**config.mk**
```make
export PLATFORM = sky130hd
export DESIGN_NAME = mar_cell
export DESIGN_NICKNAME = d
export VERILOG_FILES = /design/src/sv/assert_macros.svh /design/src/sv/mar_pkg.sv /design/src/sv/mar_cell.sv
export SDC_FILE = /design/constraint.sdc
export NUM_CORES = 1
export LEC_CHECK = 0
export BUFFER_PORTS_ARGS = -buffer_cell sky130_fd_sc_hd__buf_2
export CORE_ASPECT_RATIO = 1.75
export CORE_UTILIZATION = 44
export CTS_BUF_LIST = sky130_fd_sc_hd__clkbuf_4 sky130_fd_sc_hd__clkbuf_8
export DETAILED_ROUTE_END_ITERATION = 10
export MAX_ROUTING_LAYER = met4
export PLACE_DENSITY = 0.9
export SKIP_CTS_REPAIR_TIMING = 1
export SLEW_MARGIN = 30
export SYNTH_ARGS = -nofsm -noshare
export SYNTH_HDL_FRONTEND = slang
export SYNTH_SLANG_ARGS = --single-unit
```
**constraint.sdc**
```tcl
create_clock -name i_clk -period 2.2 [get_ports i_clk]
set_input_delay 0.44 -clock i_clk [delete_from_list [all_inputs] [get_ports i_clk]]
set_output_delay 0.44 -clock i_clk [all_outputs]
set_load 0.02 [all_outputs]
```
**src/sv/assert_macros.svh**
```systemverilog
// ----------------------------------------------------------------------------
// assert_macros.svh
// Assertion macros shared by the RTL; clocked on i_clk, reset by i_rst_n.
// ----------------------------------------------------------------------------
`ifndef ASSERT_MACROS_SVH
`define ASSERT_MACROS_SVH
`ifndef ASSERT_OFF
`define ASSERT_IMP(lbl, a, c) \
    lbl: assert property (@(posedge i_clk) disable iff (!i_rst_n) (a) |-> (c)) \
        else $error("assertion failed: same-cycle implication");
`define ASSERT_NXT(lbl, a, c) \
    lbl: assert property (@(posedge i_clk) disable iff (!i_rst_n) (a) |=> (c)) \
        else $error("assertion failed: next-cycle implication");
`else
`define ASSERT_IMP(lbl, a, c)
`define ASSERT_NXT(lbl, a, c)
`endif
`endif

```
**src/sv/mar_pkg.sv**
```systemverilog
`timescale 1ns / 1ps
// ----------------------------------------------------------------------------
// mar_pkg
// Types and fixed widths of the minimum-area rectangle search.
// ----------------------------------------------------------------------------
package mar_pkg;

    localparam int IN_W   = 16;
    localparam int OUT_W  = 33;
    localparam int BEST_W = 34;

    typedef enum logic [5:0] {
        S_IDLE  = 6'b000001,
        S_RD_I  = 6'b000010,
        S_RD_J  = 6'b000100,
        S_RUN_K = 6'b001000,
        S_FLUSH = 6'b010000,
        S_WAIT  = 6'b100000
    } t_state;

    typedef enum logic [1:0] {
        K_NONE = 2'd0,
        K_PI   = 2'd1,
        K_PJ   = 2'd2,
        K_PK   = 2'd3
    } t_rd_kind;

    typedef struct packed {
        t_rd_kind kind;
        logic     cand;
        logic     last;
    } t_rd_ctl;

    typedef struct packed {
        logic valid;
        logic hit;
        logic last;
    } t_q_ctl;

endpackage

```
**src/sv/mar_cell.sv**
```systemverilog
`timescale 1ns / 1ps
// ----------------------------------------------------------------------------
// mar_cell
// One stored point; shifts points on load and marks queries that match it.
// ----------------------------------------------------------------------------
module mar_cell #(
    parameter int COORD_BITS = 16
) (
    input  logic                  i_clk,
    input  logic                  i_rst_n,
    input  logic                  i_ld,
    input  logic                  i_clr,
    input  logic                  i_pv,
    input  logic [COORD_BITS-1:0] i_px,
    input  logic [COORD_BITS-1:0] i_py,
    output logic                  o_pv,
    output logic [COORD_BITS-1:0] o_px,
    output logic [COORD_BITS-1:0] o_py,
    input  mar_pkg::t_q_ctl       i_q_ctl,
    input  logic [COORD_BITS-1:0] i_qx,
    input  logic [COORD_BITS-1:0] i_qy,
    input  logic [2*COORD_BITS:0] i_area,
    output mar_pkg::t_q_ctl       o_q_ctl,
    output logic [COORD_BITS-1:0] o_qx,
    output logic [COORD_BITS-1:0] o_qy,
    output logic [2*COORD_BITS:0] o_area
);
    import mar_pkg::*;

    logic                  r_v;
    logic [COORD_BITS-1:0] r_x, r_y;
    t_q_ctl                r_q_ctl;
    logic [COORD_BITS-1:0] r_qx, r_qy;
    logic [2*COORD_BITS:0] r_area;

    always_ff @(posedge i_clk) begin
        if (!i_rst_n) begin
            r_v     <= 1'b0;
            r_q_ctl <= '0;
        end else begin
            if (i_clr) begin
                r_v <= 1'b0;
            end else if (i_ld) begin
                r_v <= i_pv;
            end
            r_q_ctl.valid <= i_q_ctl.valid;
            r_q_ctl.last  <= i_q_ctl.last;
            r_q_ctl.hit   <= i_q_ctl.hit || (r_v && (r_x == i_qx) && (r_y == i_qy));
        end
    end

    always_ff @(posedge i_clk) begin
        if (i_ld) begin
            r_x <= i_px;
            r_y <= i_py;
        end
        r_qx   <= i_qx;
        r_qy   <= i_qy;
        r_area <= i_area;
    end

    assign o_pv    = r_v;
    assign o_px    = r_x;
    assign o_py    = r_y;
    assign o_q_ctl = r_q_ctl;
    assign o_qx    = r_qx;
    assign o_qy    = r_qy;
    assign o_area  = r_area;

endmodule

```
=== Word-level counts from Yosys, hierarchy flattened ===
Cells that the tools add are included.

* Register bits: 101

* Bitwise gates (word level): 1
* Reductions and logical operators: 4
* Equality and inequality tests: 2

{| class="wikitable"
|+ Operators with widths
! cell !! count
|-
| $eq 16x16->1 || 2
|-
| $logic_and 1x1->1 || 2
|-
| $reduce_or 2->1 || 1
|-
| $logic_or 1x1->1 || 1
|-
| $not 1->1 || 1
|}

=== Logic depth before layout (Yosys ltp) ===
* Word-level depth: 4
* Gate-level depth with buffers: 5

=== Worst setup path before layout ===
OpenSTA, ideal clock, no wires.

* Path kind: reg-to-reg
* From: reg r_y[1], in the netlist o_py[1]
* To: reg r_q_ctl (netlist bit o_q_ctl[1])
* Data required time: 2.141 ns
* Setup time: 0.059 ns
* Cell stages (with the launch flop): 6
* Path slack: 0.704 ns
* Data arrival time: 1.437 ns
* Path through: edfxtp_1 -> xor2_1 -> nor4_1 -> nand4_1 -> nor4_1 -> a22o_1

* Cells in the longest elaborated chain, start to end: 3

{| class="wikitable"
|+ Ends and longest elaborated chain
! element !! line !! RTL
|-
| start, declared || mar_cell.sv:31 || <nowiki>logic [COORD_BITS-1:0] r_x, r_y;</nowiki>
|-
| start signal, assigned || mar_cell.sv:55 || <nowiki>r_y <= i_py;</nowiki>
|-
| $eq 16x16->1 || mar_cell.sv:48 || <nowiki>r_q_ctl.hit <= i_q_ctl.hit || (r_v && (r_x == i_qx) && (r_y == i_qy));</nowiki>
|-
| $logic_and 1x1->1 || mar_cell.sv:48 ||
|-
| $logic_or 1x1->1 || mar_cell.sv:48 ||
|-
| end, declared || mar_cell.sv:32 || <nowiki>t_q_ctl r_q_ctl;</nowiki>
|}

No other way between the ends.
A chain may end at the register's enable or synchronous reset.

=== Final worst setup path ===
Ends and elaborated chain as after synthesis.

==> impl_metrics.ini <==
[routing]
dr.first_iter.drc_count = 69
drtPass1Iterations = 4
viasPerCell = 4.38
wire_per_inst_microns = 14.7
route.antenna.remaining_nets = 0
num_vias = 1968
routed_wl_mm = 6.60
drc = 0

[die]
coreArea_sq_um = 5930
die-area_sq_um = 6530
rows = 37
initial_core_util = 0.461
num_io_pins = 206
dieHeight_microns = 106
die_w_microns = 61.5

[layout]
fin_util = 0.691
stdcell_count = 449
diodes = 0
syn2layout_area_growth_pct = 50.1
drive_gt1_frac = 0.598
final_nets = 471

[clock_network]
cts_tree = done
root_buffer = clkbuf_8
cts_buffers = 9
clkSlewWorstSetupHoldPaths_ns = 0.10
clock_latency_ns = 0.35
htreeDepth = 3
clock-sinks = 101
clock_path_buffers = 2

[status]
status = completed

[worst_setup_path]
cp.arrival_ns = 1.96
crit_required_ns = 2.49
rrSetupSlack_ns = 0.53
worstPathMaxFanout = 2
worstSetupStartpoint = o_py[1]$_DFFE_PP_
worst_setup_path_start_kind = flop
r2r-end = o_q_ctl[1]$_SDFF_PN0_
critPathKind = flop to flop
crit_end = o_q_ctl[1]$_SDFF_PN0_
setup.worst_path.end_class = flop
rr_worst_depth = 5
reg2reg_from = o_py[1]$_DFFE_PP_

[synth]
synth_compound_area_frac = 0.00321
synth_top_area_frac = 0.506
synth_top_cell_by_area = dfxtp_1
syn_area_sq_um = 2730
synth_warnings = 0
synth_xor_area_frac = 0.103
synth-seq-cells = 101
postSynthCellCount = 149
synth_nets = 254
syn_area_per_cell_sq_um = 18.3
yosys.area_share.simple = 0.0321
synth_top_family_by_area = XOR/XNOR gates
ys_types = 11
yosysSeqAreaShare = 0.858
synth_mux_area_frac = 0.00367
synth_fa_ha_area_frac = 0
synth.area.top_cells = dfxtp_1, edfxtp_1, xor2_1

[place]
dp_cells = 433
dpl.hpwl_mm = 5.36
port_buffers = 205
gp_congestion = 0.811

[worst_hold_path]
hp-class = input pin to flop
hold_start = i_area[0]

[global_route]
grt_max_degree = 18
grt_pass1_vias = 2062
overflow = 0
grt_usage = 0.216
antenna_found_initial = 0
grt_pass1_wl_mm = 9.47

[timing]
max_freq_mhz = 597
hold_slack_ns = 0.183
skew_ns = 0.0117
layout_min_cycle_time_ns = 1.67
tightest_slew_ns = 0.426
period_share = 0.761
rsz0062_at_grt = false
hold_violations = 0
max_slew_margin = 0.716
setup-violations-final = 0
tns_ns = 0
maxSlewViolCount = 0

[pwr]
cellLeakagePower_nw = 1.96
ir_drop_mv = 0.972
finalPower_w = 0.00379
pwr_density_cell_nw_per_um2 = 926

[job]
maxCapViolCount = 0
-- through the flow --
step / instance area [sq um] / worst slack, ns
after CTS: 4100 / 0.479
after detailed placement: 3870 / 0.374
after floorplan: 2730 / 0.704
after global routing: 4100 / 0.402
after global placement: 3870 / 0.383
final: 4100 / 0.526
-- synthesized netlist by cell type --
cell type / count
nor3b_1: 1
edfxtp_1: 32
xor2_1: 23
nor4_1: 6
nand4_1: 4
mux2i_1: 1
dfxtp_1: 69
xnor2_1: 9
a22o_1: 1
and2_1: 2
nor3_1: 1
-- report_power, final --
part	leakage (nW)	internal, W	switching, W
Sequential	0.895	0.00204	0.0000483
Combinational	0.957	0.000182	0.000264
Clock	0.112	0.000670	0.000588
Total	1.96	0.00289	0.000901
-- cell families after synthesis --
kind of cell	count (synthesis)
flip-flops	101
XOR/XNOR	32
AND/OR/NAND/NOR	14
AO/OA/AOI/OAI	1
multiplexers	1
-- routing by layer --
layer	up-vias	share of wire	global-route usage
met5	-	0	-
met2	92	0.58	0.369
met1	919	0.35	0.206
met4	0	0.019	0.103
met3	12	0.051	0.0754
li1	945	-	-
-- flip-flops by register name (all words and copies together), names as in the netlist --
register  flops
o_pv          1
o_qx         16
o_area       33
o_py         16
o_q_ctl       3
o_px         16
o_qy         16
-- placed cells by master (no fill, tap or decap), types with 2 or more instances in the layout --
cell,instances
buf_2,205
dfxtp_1,69
edfxtp_1,32
xor2_1,23
clkbuf_8,10
xnor2_1,9
nor4_1,6
nand4_1,4
and2_1,2
clkinv_2,2
bufinv_16,2
-- worst min path at each step --
stage / endpoint / slack (ns) / cells past startpoint
2_1_floorplan: o_area[0]$_DFF_P_ / 0.47 / 0
3_3_place_gp: o_pv$_SDFFE_PP0P_ / 0.54 / 2
3_5_place_dp: o_area[23]$_DFF_P_ / 0.54 / 1
4_1_cts: o_area[6]$_DFF_P_ / 0.16 / 1
5_1_grt: o_area[14]$_DFF_P_ / 0.15 / 1
6_report: o_area[0]$_DFF_P_ / 0.18 / 1
-- worst max-delay path, cell delays in order, from the launching register on --
cell and delay (ns):
edfxtp_1 0.42, xor2_1 0.16, nor4_1 0.39, nand4_1 0.19, nor4_1 0.31, a22o_1 0.16
-- final cells by class --
type | count | area (sq um)
fill | 452 | 1830
clock inverter | 6 | 86.3
timing repair buffer | 206 | 1050
sequential | 101 | 2340
multi-input combinational | 48 | 387
tap | 78 | 97.6
clock buffer | 10 | 138
No activity file was read; power rests on OpenSTA's default activity.
