**src/sv/assert_macros.svh**
```systemverilog
// ----------------------------------------------------------------------------
// assert_macros.svh
// Assertion macros shared by the RTL; clocked on i_clk, reset by i_rst_n.
// ----------------------------------------------------------------------------
`ifndef ASSERT_MACROS_SVH
`define ASSERT_MACROS_SVH
`ifndef ASSERT_OFF
`define ASSERT_IMP(lbl, a, c) \
    lbl: assert property (@(posedge i_clk) disable iff (!i_rst_n) (a) |-> (c)) \
        else $error("assertion failed: same-cycle implication");
`define ASSERT_NXT(lbl, a, c) \
    lbl: assert property (@(posedge i_clk) disable iff (!i_rst_n) (a) |=> (c)) \
        else $error("assertion failed: next-cycle implication");
`else
`define ASSERT_IMP(lbl, a, c)
`define ASSERT_NXT(lbl, a, c)
`endif
`endif

```
**src/sv/mar_pkg.sv**
```systemverilog
`timescale 1ns / 1ps
// ----------------------------------------------------------------------------
// mar_pkg
// Types and fixed widths of the minimum-area rectangle search.
// ----------------------------------------------------------------------------
package mar_pkg;

    localparam int IN_W   = 16;
    localparam int OUT_W  = 33;
    localparam int BEST_W = 34;

    typedef enum logic [5:0] {
        S_IDLE  = 6'b000001,
        S_RD_I  = 6'b000010,
        S_RD_J  = 6'b000100,
        S_RUN_K = 6'b001000,
        S_FLUSH = 6'b010000,
        S_WAIT  = 6'b100000
    } t_state;

    typedef enum logic [1:0] {
        K_NONE = 2'd0,
        K_PI   = 2'd1,
        K_PJ   = 2'd2,
        K_PK   = 2'd3
    } t_rd_kind;

    typedef struct packed {
        t_rd_kind kind;
        logic     cand;
        logic     last;
    } t_rd_ctl;

    typedef struct packed {
        logic valid;
        logic hit;
        logic last;
    } t_q_ctl;

endpackage

```
**src/sv/mar_geom.sv**
```systemverilog
`timescale 1ns / 1ps
// ----------------------------------------------------------------------------
// mar_geom
// Edge vectors, dot and cross products, fourth corner of each triple.
// ----------------------------------------------------------------------------
module mar_geom #(
    parameter int COORD_BITS = 16
) (
    input  logic                      i_clk,
    input  logic                      i_rst_n,
    input  mar_pkg::t_rd_ctl          i_rd_ctl,
    input  logic [COORD_BITS-1:0]     i_rd_x,
    input  logic [COORD_BITS-1:0]     i_rd_y,
    output mar_pkg::t_q_ctl           o_q_ctl,
    output logic [COORD_BITS-1:0]     o_qx,
    output logic [COORD_BITS-1:0]     o_qy,
    output logic [2*COORD_BITS:0]     o_area
);
    import mar_pkg::*;

    localparam int CB    = COORD_BITS;
    localparam int PW    = 2 * CB + 2;
    localparam int AREAW = 2 * CB + 1;

    logic [CB-1:0]        r_xi, r_yi, r_xj, r_yj;
    logic signed [CB:0]   r_ax, r_ay;
    logic signed [CB:0]   w_dx, w_dy;
    logic [CB+1:0]        w_fx, w_fy;

    logic                 r_s1_v, r_s1_end, r_s1_grid;
    logic signed [CB:0]   r_s1_ax, r_s1_ay, r_s1_bx, r_s1_by;
    logic [CB-1:0]        r_s1_fx, r_s1_fy;

    logic                 r_s2_v, r_s2_end, r_s2_grid;
    logic signed [PW-1:0] r_p_xx, r_p_yy, r_p_xy, r_p_yx;
    logic [CB-1:0]        r_s2_fx, r_s2_fy;

    logic signed [PW:0]   w_dot, w_cross;
    logic [PW:0]          w_abs;

    t_q_ctl               r_q_ctl;
    logic [CB-1:0]        r_qx, r_qy;
    logic [AREAW-1:0]     r_area;

    assign w_dx = $signed({1'b0, i_rd_x}) - $signed({1'b0, r_xi});
    assign w_dy = $signed({1'b0, i_rd_y}) - $signed({1'b0, r_yi});
    assign w_fx = {2'b00, r_xj} + {2'b00, i_rd_x} - {2'b00, r_xi};
    assign w_fy = {2'b00, r_yj} + {2'b00, i_rd_y} - {2'b00, r_yi};

    assign w_dot   = (PW+1)'(r_p_xx) + (PW+1)'(r_p_yy);
    assign w_cross = (PW+1)'(r_p_xy) - (PW+1)'(r_p_yx);
    assign w_abs   = w_cross[PW] ? -w_cross : w_cross;

    always_ff @(posedge i_clk) begin
        if (!i_rst_n) begin
            r_s1_v   <= 1'b0;
            r_s1_end <= 1'b0;
            r_s2_v   <= 1'b0;
            r_s2_end <= 1'b0;
            r_q_ctl  <= '0;
        end else begin
            r_s1_v   <= (i_rd_ctl.kind == K_PK) && i_rd_ctl.cand;
            r_s1_end <= i_rd_ctl.last;
            r_s2_v   <= r_s1_v;
            r_s2_end <= r_s1_end;
            r_q_ctl.valid <= r_s2_v && r_s2_grid && (w_dot == '0) && (w_cross != '0);
            r_q_ctl.hit   <= 1'b0;
            r_q_ctl.last  <= r_s2_end;
        end
    end

    always_ff @(posedge i_clk) begin
        case (i_rd_ctl.kind)
            K_PI: begin
                r_xi <= i_rd_x;
                r_yi <= i_rd_y;
            end
            K_PJ: begin
                r_xj <= i_rd_x;
                r_yj <= i_rd_y;
                r_ax <= w_dx;
                r_ay <= w_dy;
            end
            K_PK: begin
                r_s1_ax   <= r_ax;
                r_s1_ay   <= r_ay;
                r_s1_bx   <= w_dx;
                r_s1_by   <= w_dy;
                r_s1_fx   <= w_fx[CB-1:0];
                r_s1_fy   <= w_fy[CB-1:0];
                r_s1_grid <= (w_fx[CB+1:CB] == 2'b00) && (w_fy[CB+1:CB] == 2'b00);
            end
            default: begin
            end
        endcase
        r_p_xx    <= r_s1_ax * r_s1_bx;
        r_p_yy    <= r_s1_ay * r_s1_by;
        r_p_xy    <= r_s1_ax * r_s1_by;
        r_p_yx    <= r_s1_ay * r_s1_bx;
        r_s2_fx   <= r_s1_fx;
        r_s2_fy   <= r_s1_fy;
        r_s2_grid <= r_s1_grid;
        r_qx      <= r_s2_fx;
        r_qy      <= r_s2_fy;
        r_area    <= w_abs[AREAW-1:0];
    end

    assign o_q_ctl = r_q_ctl;
    assign o_qx    = r_qx;
    assign o_qy    = r_qy;
    assign o_area  = r_area;

endmodule

```
**config.mk**
```make
export PLATFORM = sky130hd
export DESIGN_NAME = mar_geom
export DESIGN_NICKNAME = d
export VERILOG_FILES = /design/src/sv/assert_macros.svh /design/src/sv/mar_pkg.sv /design/src/sv/mar_geom.sv
export SDC_FILE = /design/constraint.sdc
export NUM_CORES = 2
export LEC_CHECK = 0
export ABC_AREA = 1
export CAP_MARGIN = 10
export CORE_ASPECT_RATIO = 0.5
export CORE_MARGIN = 4
export CORE_UTILIZATION = 60
export CTS_CLUSTER_DIAMETER = 200
export DETAILED_ROUTE_END_ITERATION = 7
export DONT_BUFFER_PORTS = 1
export MAX_ROUTING_LAYER = met4
export PLACE_DENSITY = 0.76
export SLEW_MARGIN = 20
export SYNTH_ARGS = -nofsm -noshare
export SYNTH_HDL_FRONTEND = slang
export SYNTH_SLANG_ARGS = --single-unit
```
**constraint.sdc**
```tcl
create_clock -name i_clk -period 17 [get_ports i_clk]
set_input_delay 3.4 -clock i_clk [delete_from_list [all_inputs] [get_ports i_clk]]
set_output_delay 3.4 -clock i_clk [all_outputs]
set_load 0.01 [all_outputs]
```
* Word level (Yosys, flattened, before mapping) *
Index checks and enable logic that the tools add are counted.

operators by class
  add/sub/neg operators = 9
  multipliers = 4
  equal/unequal tests = 3
  multiplexer cells = 1
  reductions and logical operators = 9

operators with widths
  kind                count
  $mul 17x17->34      4
  $sub 17x16->18      2
  $add 34x34->35      1
  $logic_not 35->1    1
  $reduce_bool 35->1  1
  $sub 34x34->35      1
  $add 16x16->17      2
  $sub 16x16->17      2
  $mux 33             1
  $neg 33->33         1
  $logic_and 1x1->1   5
  $eq 2x2->1 const B  2
  $logic_not 2->1     2
  $eq 2x1->1 const B  1

storage, ports and cells
  register bits after elaboration = 440
  bits of input ports = 38
  output and inout port bits = 68
  logic and storage cells = 56

* Logic depth before layout (Yosys ltp) *
  word-level depth = 4
  depth in mapped cells = 31
  mapped depth without buffers = 29

* Least setup slack after synthesis *
Ideal clock, no wire load.

  path kind = input port to flip-flop
  start point = input i_rd_ctl[3] (netlist bit)
  end point = register r_ax[0] (enable)
  setup time = 0.492 ns
  arrival = 6.208 ns
  data required time = 16.508 ns
  path slack = 10.300 ns
  stages on the path = 2
  path buffers = 0
  cells stage by stage = inv_1 nor2_1

between the ends
  cells in the longest elaborated chain, start to end = 1

RTL lines
  item                    RTL line        text
  start: declaration      mar_geom.sv:11  input mar_pkg::t_rd_ctl i_rd_ctl,
  $eq 2x2->1              mar_geom.sv:73  case (i_rd_ctl.kind)
  end signal: assignment  mar_geom.sv:81  r_ax <= w_dx;
  end: declaration        mar_geom.sv:26  logic signed [CB:0] r_ax, r_ay;

Every way passes these cells.
A chain may end at the register's enable or synchronous reset.

* Worst setup path in the final report *
  start point = register r_s1_ay[13]
  end point = register r_p_yx[30]

between the ends
  cells in the longest elaborated chain, start to end = 1

RTL lines
  item                      RTL line        text
  start: declaration        mar_geom.sv:31  logic signed [CB:0] r_s1_ax, r_s1_ay, r_s1_bx, r_s1_by;
  start signal: assignment  mar_geom.sv:86  r_s1_ay <= r_ay;
  $mul 17x17->34            mar_geom.sv:99  r_p_yx <= r_s1_ay * r_s1_bx;
  end signal: assignment    mar_geom.sv:99
  end: declaration          mar_geom.sv:35  logic signed [PW-1:0] r_p_xx, r_p_yy, r_p_xy, r_p_yx;

Every way passes these cells.

==> reports/metrics.yaml <==
run_status:
  status: "finished, final reports clean"
floorplan:
  die_x_um: 473.3
  rows: 85
  dieArea_mm2: 0.1139
  initial_core_util_pct: 60.40
  die_h_um: 240.6
  core_area_mm2: 0.1075
  pin_count: 106
timing:
  setup_violations: 0
  fmax_mhz: 151.2
  max-slew-margin-rel_pct: 35.78
  timing_hold_violations_final: 0
  min_period_over_period_pct: 38.91
  clock_skew_ns: 0.05068
  worstMarginPinSlew_ns: 0.9633
  drv_slew: 0
  fin_tns_setup_ns: 0
  rsz0062_at_grt: "no"
  finalCriticalPeriod_ns: 6.615
placement:
  io_buffers: 0
  post-dp-hpwl_um: 124100
  gp_congestion: 0.9818
setup_path:
  r2r-end: "r_p_yx[30]$_DFF_P_"
  slowest_stage: "fa_1"
  crit_chain: "buf_4 > nand2_1 > fa_1 > fa_1 > fa_1 > inv_1 > fa_1 > fa_1 > inv_1 > fa_1 > inv_1 > ha_1 > nand2_1 > nor2_1 > nand4_1 > o21ai_0 > a21oi_1 > o21bai_1 > a21boi_0 > o21ai_0 > xor2_1"
  crit_family: "adder cells"
  cp_max_fo: 26
  crit_end: "r_p_yx[30]$_DFF_P_"
  arrival_ns: 7.17
  path_buf_inv: 4
  startpoint: "r_s1_ay[13]$_DFFE_PN_"
  startpoint_type: "register"
  cp.depth: 21
  crit_top_cell: "fa_1"
  cpPeakStageDelay_ns: 0.56
  worstSetupEndpointType: "register"
  r2r_slack_ns: 10.38
  crit_type: "register to register"
  reg2reg_depth: 21
  r2r_start: "r_s1_ay[13]$_DFFE_PN_"
  cp.required_ns: 17.56
global_route:
  grt_overflow: 0
  grt_pass1_vias: 50870
  grt_max_degree: 64
  grt_pass1_wl_um: 261600
  gr-usage-all-layers_pct: 29.95
  antenna_found_initial: 9
yosys:
  avgSynthCellArea_um2: 8.405
  syn-num-nets: 9460
  ys_seq_area_share_pct: 16.60
  syn_inst: 7727
  synthesis.area_mm2: 0.06495
  ys_ff_latch: 439
  post_synth_num_cell_types: 53
  yosys_warnings: 0
clock_network:
  clk_pin_slew_ns: 0.07
  cts_sinks: 439
  cts_inserted_buffers: 44
  cts_resized: 0
  clock_latency_ns: 0.66
  htreeDepth: 2
  ctsLongestPathBuffers: 3
  cts_tree: "yes"
  hold_buffers: 0
  cts_setup_buffers: 0
  cts-root-buf: "clkbuf_16"
detailed_routing:
  drt-wirelength-per-cell_um: 17.56
  drcViolationCount: 0
  dr.first_iter.drc_count: 3298
  firstDrtPassIters: 6
  route.vias.total: 47730
  routed_wl_um: 158700
  drt.antenna.violating_nets: 0
  viasPerCell: 5.279
hold_path:
  hp-class: "register to register"
final_layout:
  syn2layout_area_growth_pct: 4.458
  drive_gt1_share_pct: 2.538
  finalNetCount: 9300
run:
  maxCapViolCount: 0
==> cell usage after synthesis, drive strengths merged <==
master / number / area share (%)
nand2: 1698 / 9.9
or2: 1 / 0.0096
o41ai: 1 / 0.013
nand3: 131 / 1.0
o311ai: 1 / 0.013
nand3b: 8 / 0.092
buf: 7 / 0.098
o21ai: 155 / 1.2
xnor2: 102 / 1.4
clkinv: 2 / 0.012
nand4: 48 / 0.46
o2111ai: 3 / 0.040
edfxtp: 199 / 9.2
nor4: 7 / 0.067
dfxtp: 240 / 7.4
a31o: 2 / 0.027
xor2: 152 / 2.1
nor3: 25 / 0.21
a21oi: 260 / 2.0
nor2: 302 / 1.8
a21boi: 17 / 0.20
o211ai: 7 / 0.081
o21a: 12 / 0.14
a221oi: 7 / 0.094
o21bai: 10 / 0.12
ha: 475 / 9.2
conb: 1 / 0.0058
clkbuf: 269 / 1.6
inv: 2309 / 13
nor3b: 1 / 0.012
a21o: 23 / 0.27
o31ai: 5 / 0.058
a211oi: 7 / 0.081
o221ai: 5 / 0.067
fa: 1220 / 38
a31oi: 15 / 0.14
==> per-stage QoR <==
stage / hold slack [ns] / worst slack, ns / instance area [µm²] / cells / utilization (%)
4_1_cts: 0.3252 / 10.47 / 67810 / 9037 / 63.07
5_1_grt: 0.3320 / 10.14 / 67840 / 9041 / 63.10
3_5_place_dp: 0.3121 / 10.35 / 66210 / 8955 / 61.57
3_3_place_gp: 0.3118 / 10.47 / 66210 / 8955 / 61.57
6_report: 0.3229 / 10.38 / 67840 / 9041 / 63.10
2_1_floorplan: 0.3096 / 10.30 / 64950 / 7727 / -
==> layer usage <==
layer / vias to the layer above / track usage (%) / share of wire [%]
li1: 21980 / - / -
met1: 23460 / 38.06 / 40
met2: 1887 / 48.30 / 47
met3: 397 / 7.064 / 9.9
met4: 0 / 8.908 / 3.2
met5: - / - / 0
==> flip-flops by register name, summed over array words and instances, names as in the netlist, 2 cells and up <==
signal   flops
r_p_xx      34
r_p_xy      34
r_p_yx      34
r_p_yy      34
o_area      33
r_ax        17
r_ay        17
r_s1_ax     17
r_s1_ay     17
r_s1_bx     17
r_s1_by     17
o_qx        16
o_qy        16
r_s1_fx     16
r_s1_fy     16
r_s2_fx     16
r_s2_fy     16
r_xi        16
r_xj        16
r_yi        16
r_yj        16
o_q_ctl      2
==> cell type report <==
cell class	count	area, µm²
Antenna cell	3	7.507
Clock buffer	54	1244
Clock inverter	28	359.1
Fill cell	8940	39680
Inverter	2311	8680
Multi-Input combinational cell	4701	44430
Sequential cell	439	10780
Tap cell	1435	1795
Timing Repair Buffer	70	545.5
==> logic make-up after synthesis <==
logic type,after synthesis,synth area share [%]
fa+ha+maj,1695,46.75
flops,439,16.60
compound gates,530,4.564
xor+xnor,254,3.495
buf+inv,2587,15.01
other cells,1,0.005774
simple gates,2221,13.57
==> cells in the final DEF (no fill, tap or decap), types with 48 or more instances in the layout <==
master	instances
o21ai_0	137
nand2_1	1686
dfxtp_1	240
fa_1	1220
nor2_1	291
xor2_1	148
clkbuf_16	48
edfxtp_1	199
a21oi_1	257
xnor2_1	100
inv_1	2305
buf_4	69
nand4_1	48
ha_1	475
nand3_1	129
==> how the worst min path moves through the flow <==
stage / startpoint / endpoint / slack [ns] / cells past startpoint
final: r_s2_fy[4]$_DFF_P_ / o_qy[4]$_DFF_P_ / 0.32 / 0
after global routing: r_s2_fy[4]$_DFF_P_ / o_qy[4]$_DFF_P_ / 0.33 / 0
after CTS: r_s2_fy[4]$_DFF_P_ / o_qy[4]$_DFF_P_ / 0.33 / 0
after detailed placement: r_s2_fx[8]$_DFF_P_ / o_qx[8]$_DFF_P_ / 0.31 / 0
after global placement: r_s2_fx[8]$_DFF_P_ / o_qx[8]$_DFF_P_ / 0.31 / 0
after floorplan: r_s2_fx[0]$_DFF_P_ / o_qx[0]$_DFF_P_ / 0.31 / 0
Power is not shown: default switching activity piles up to over one toggle a cycle in this logic, so the estimate is an artifact.
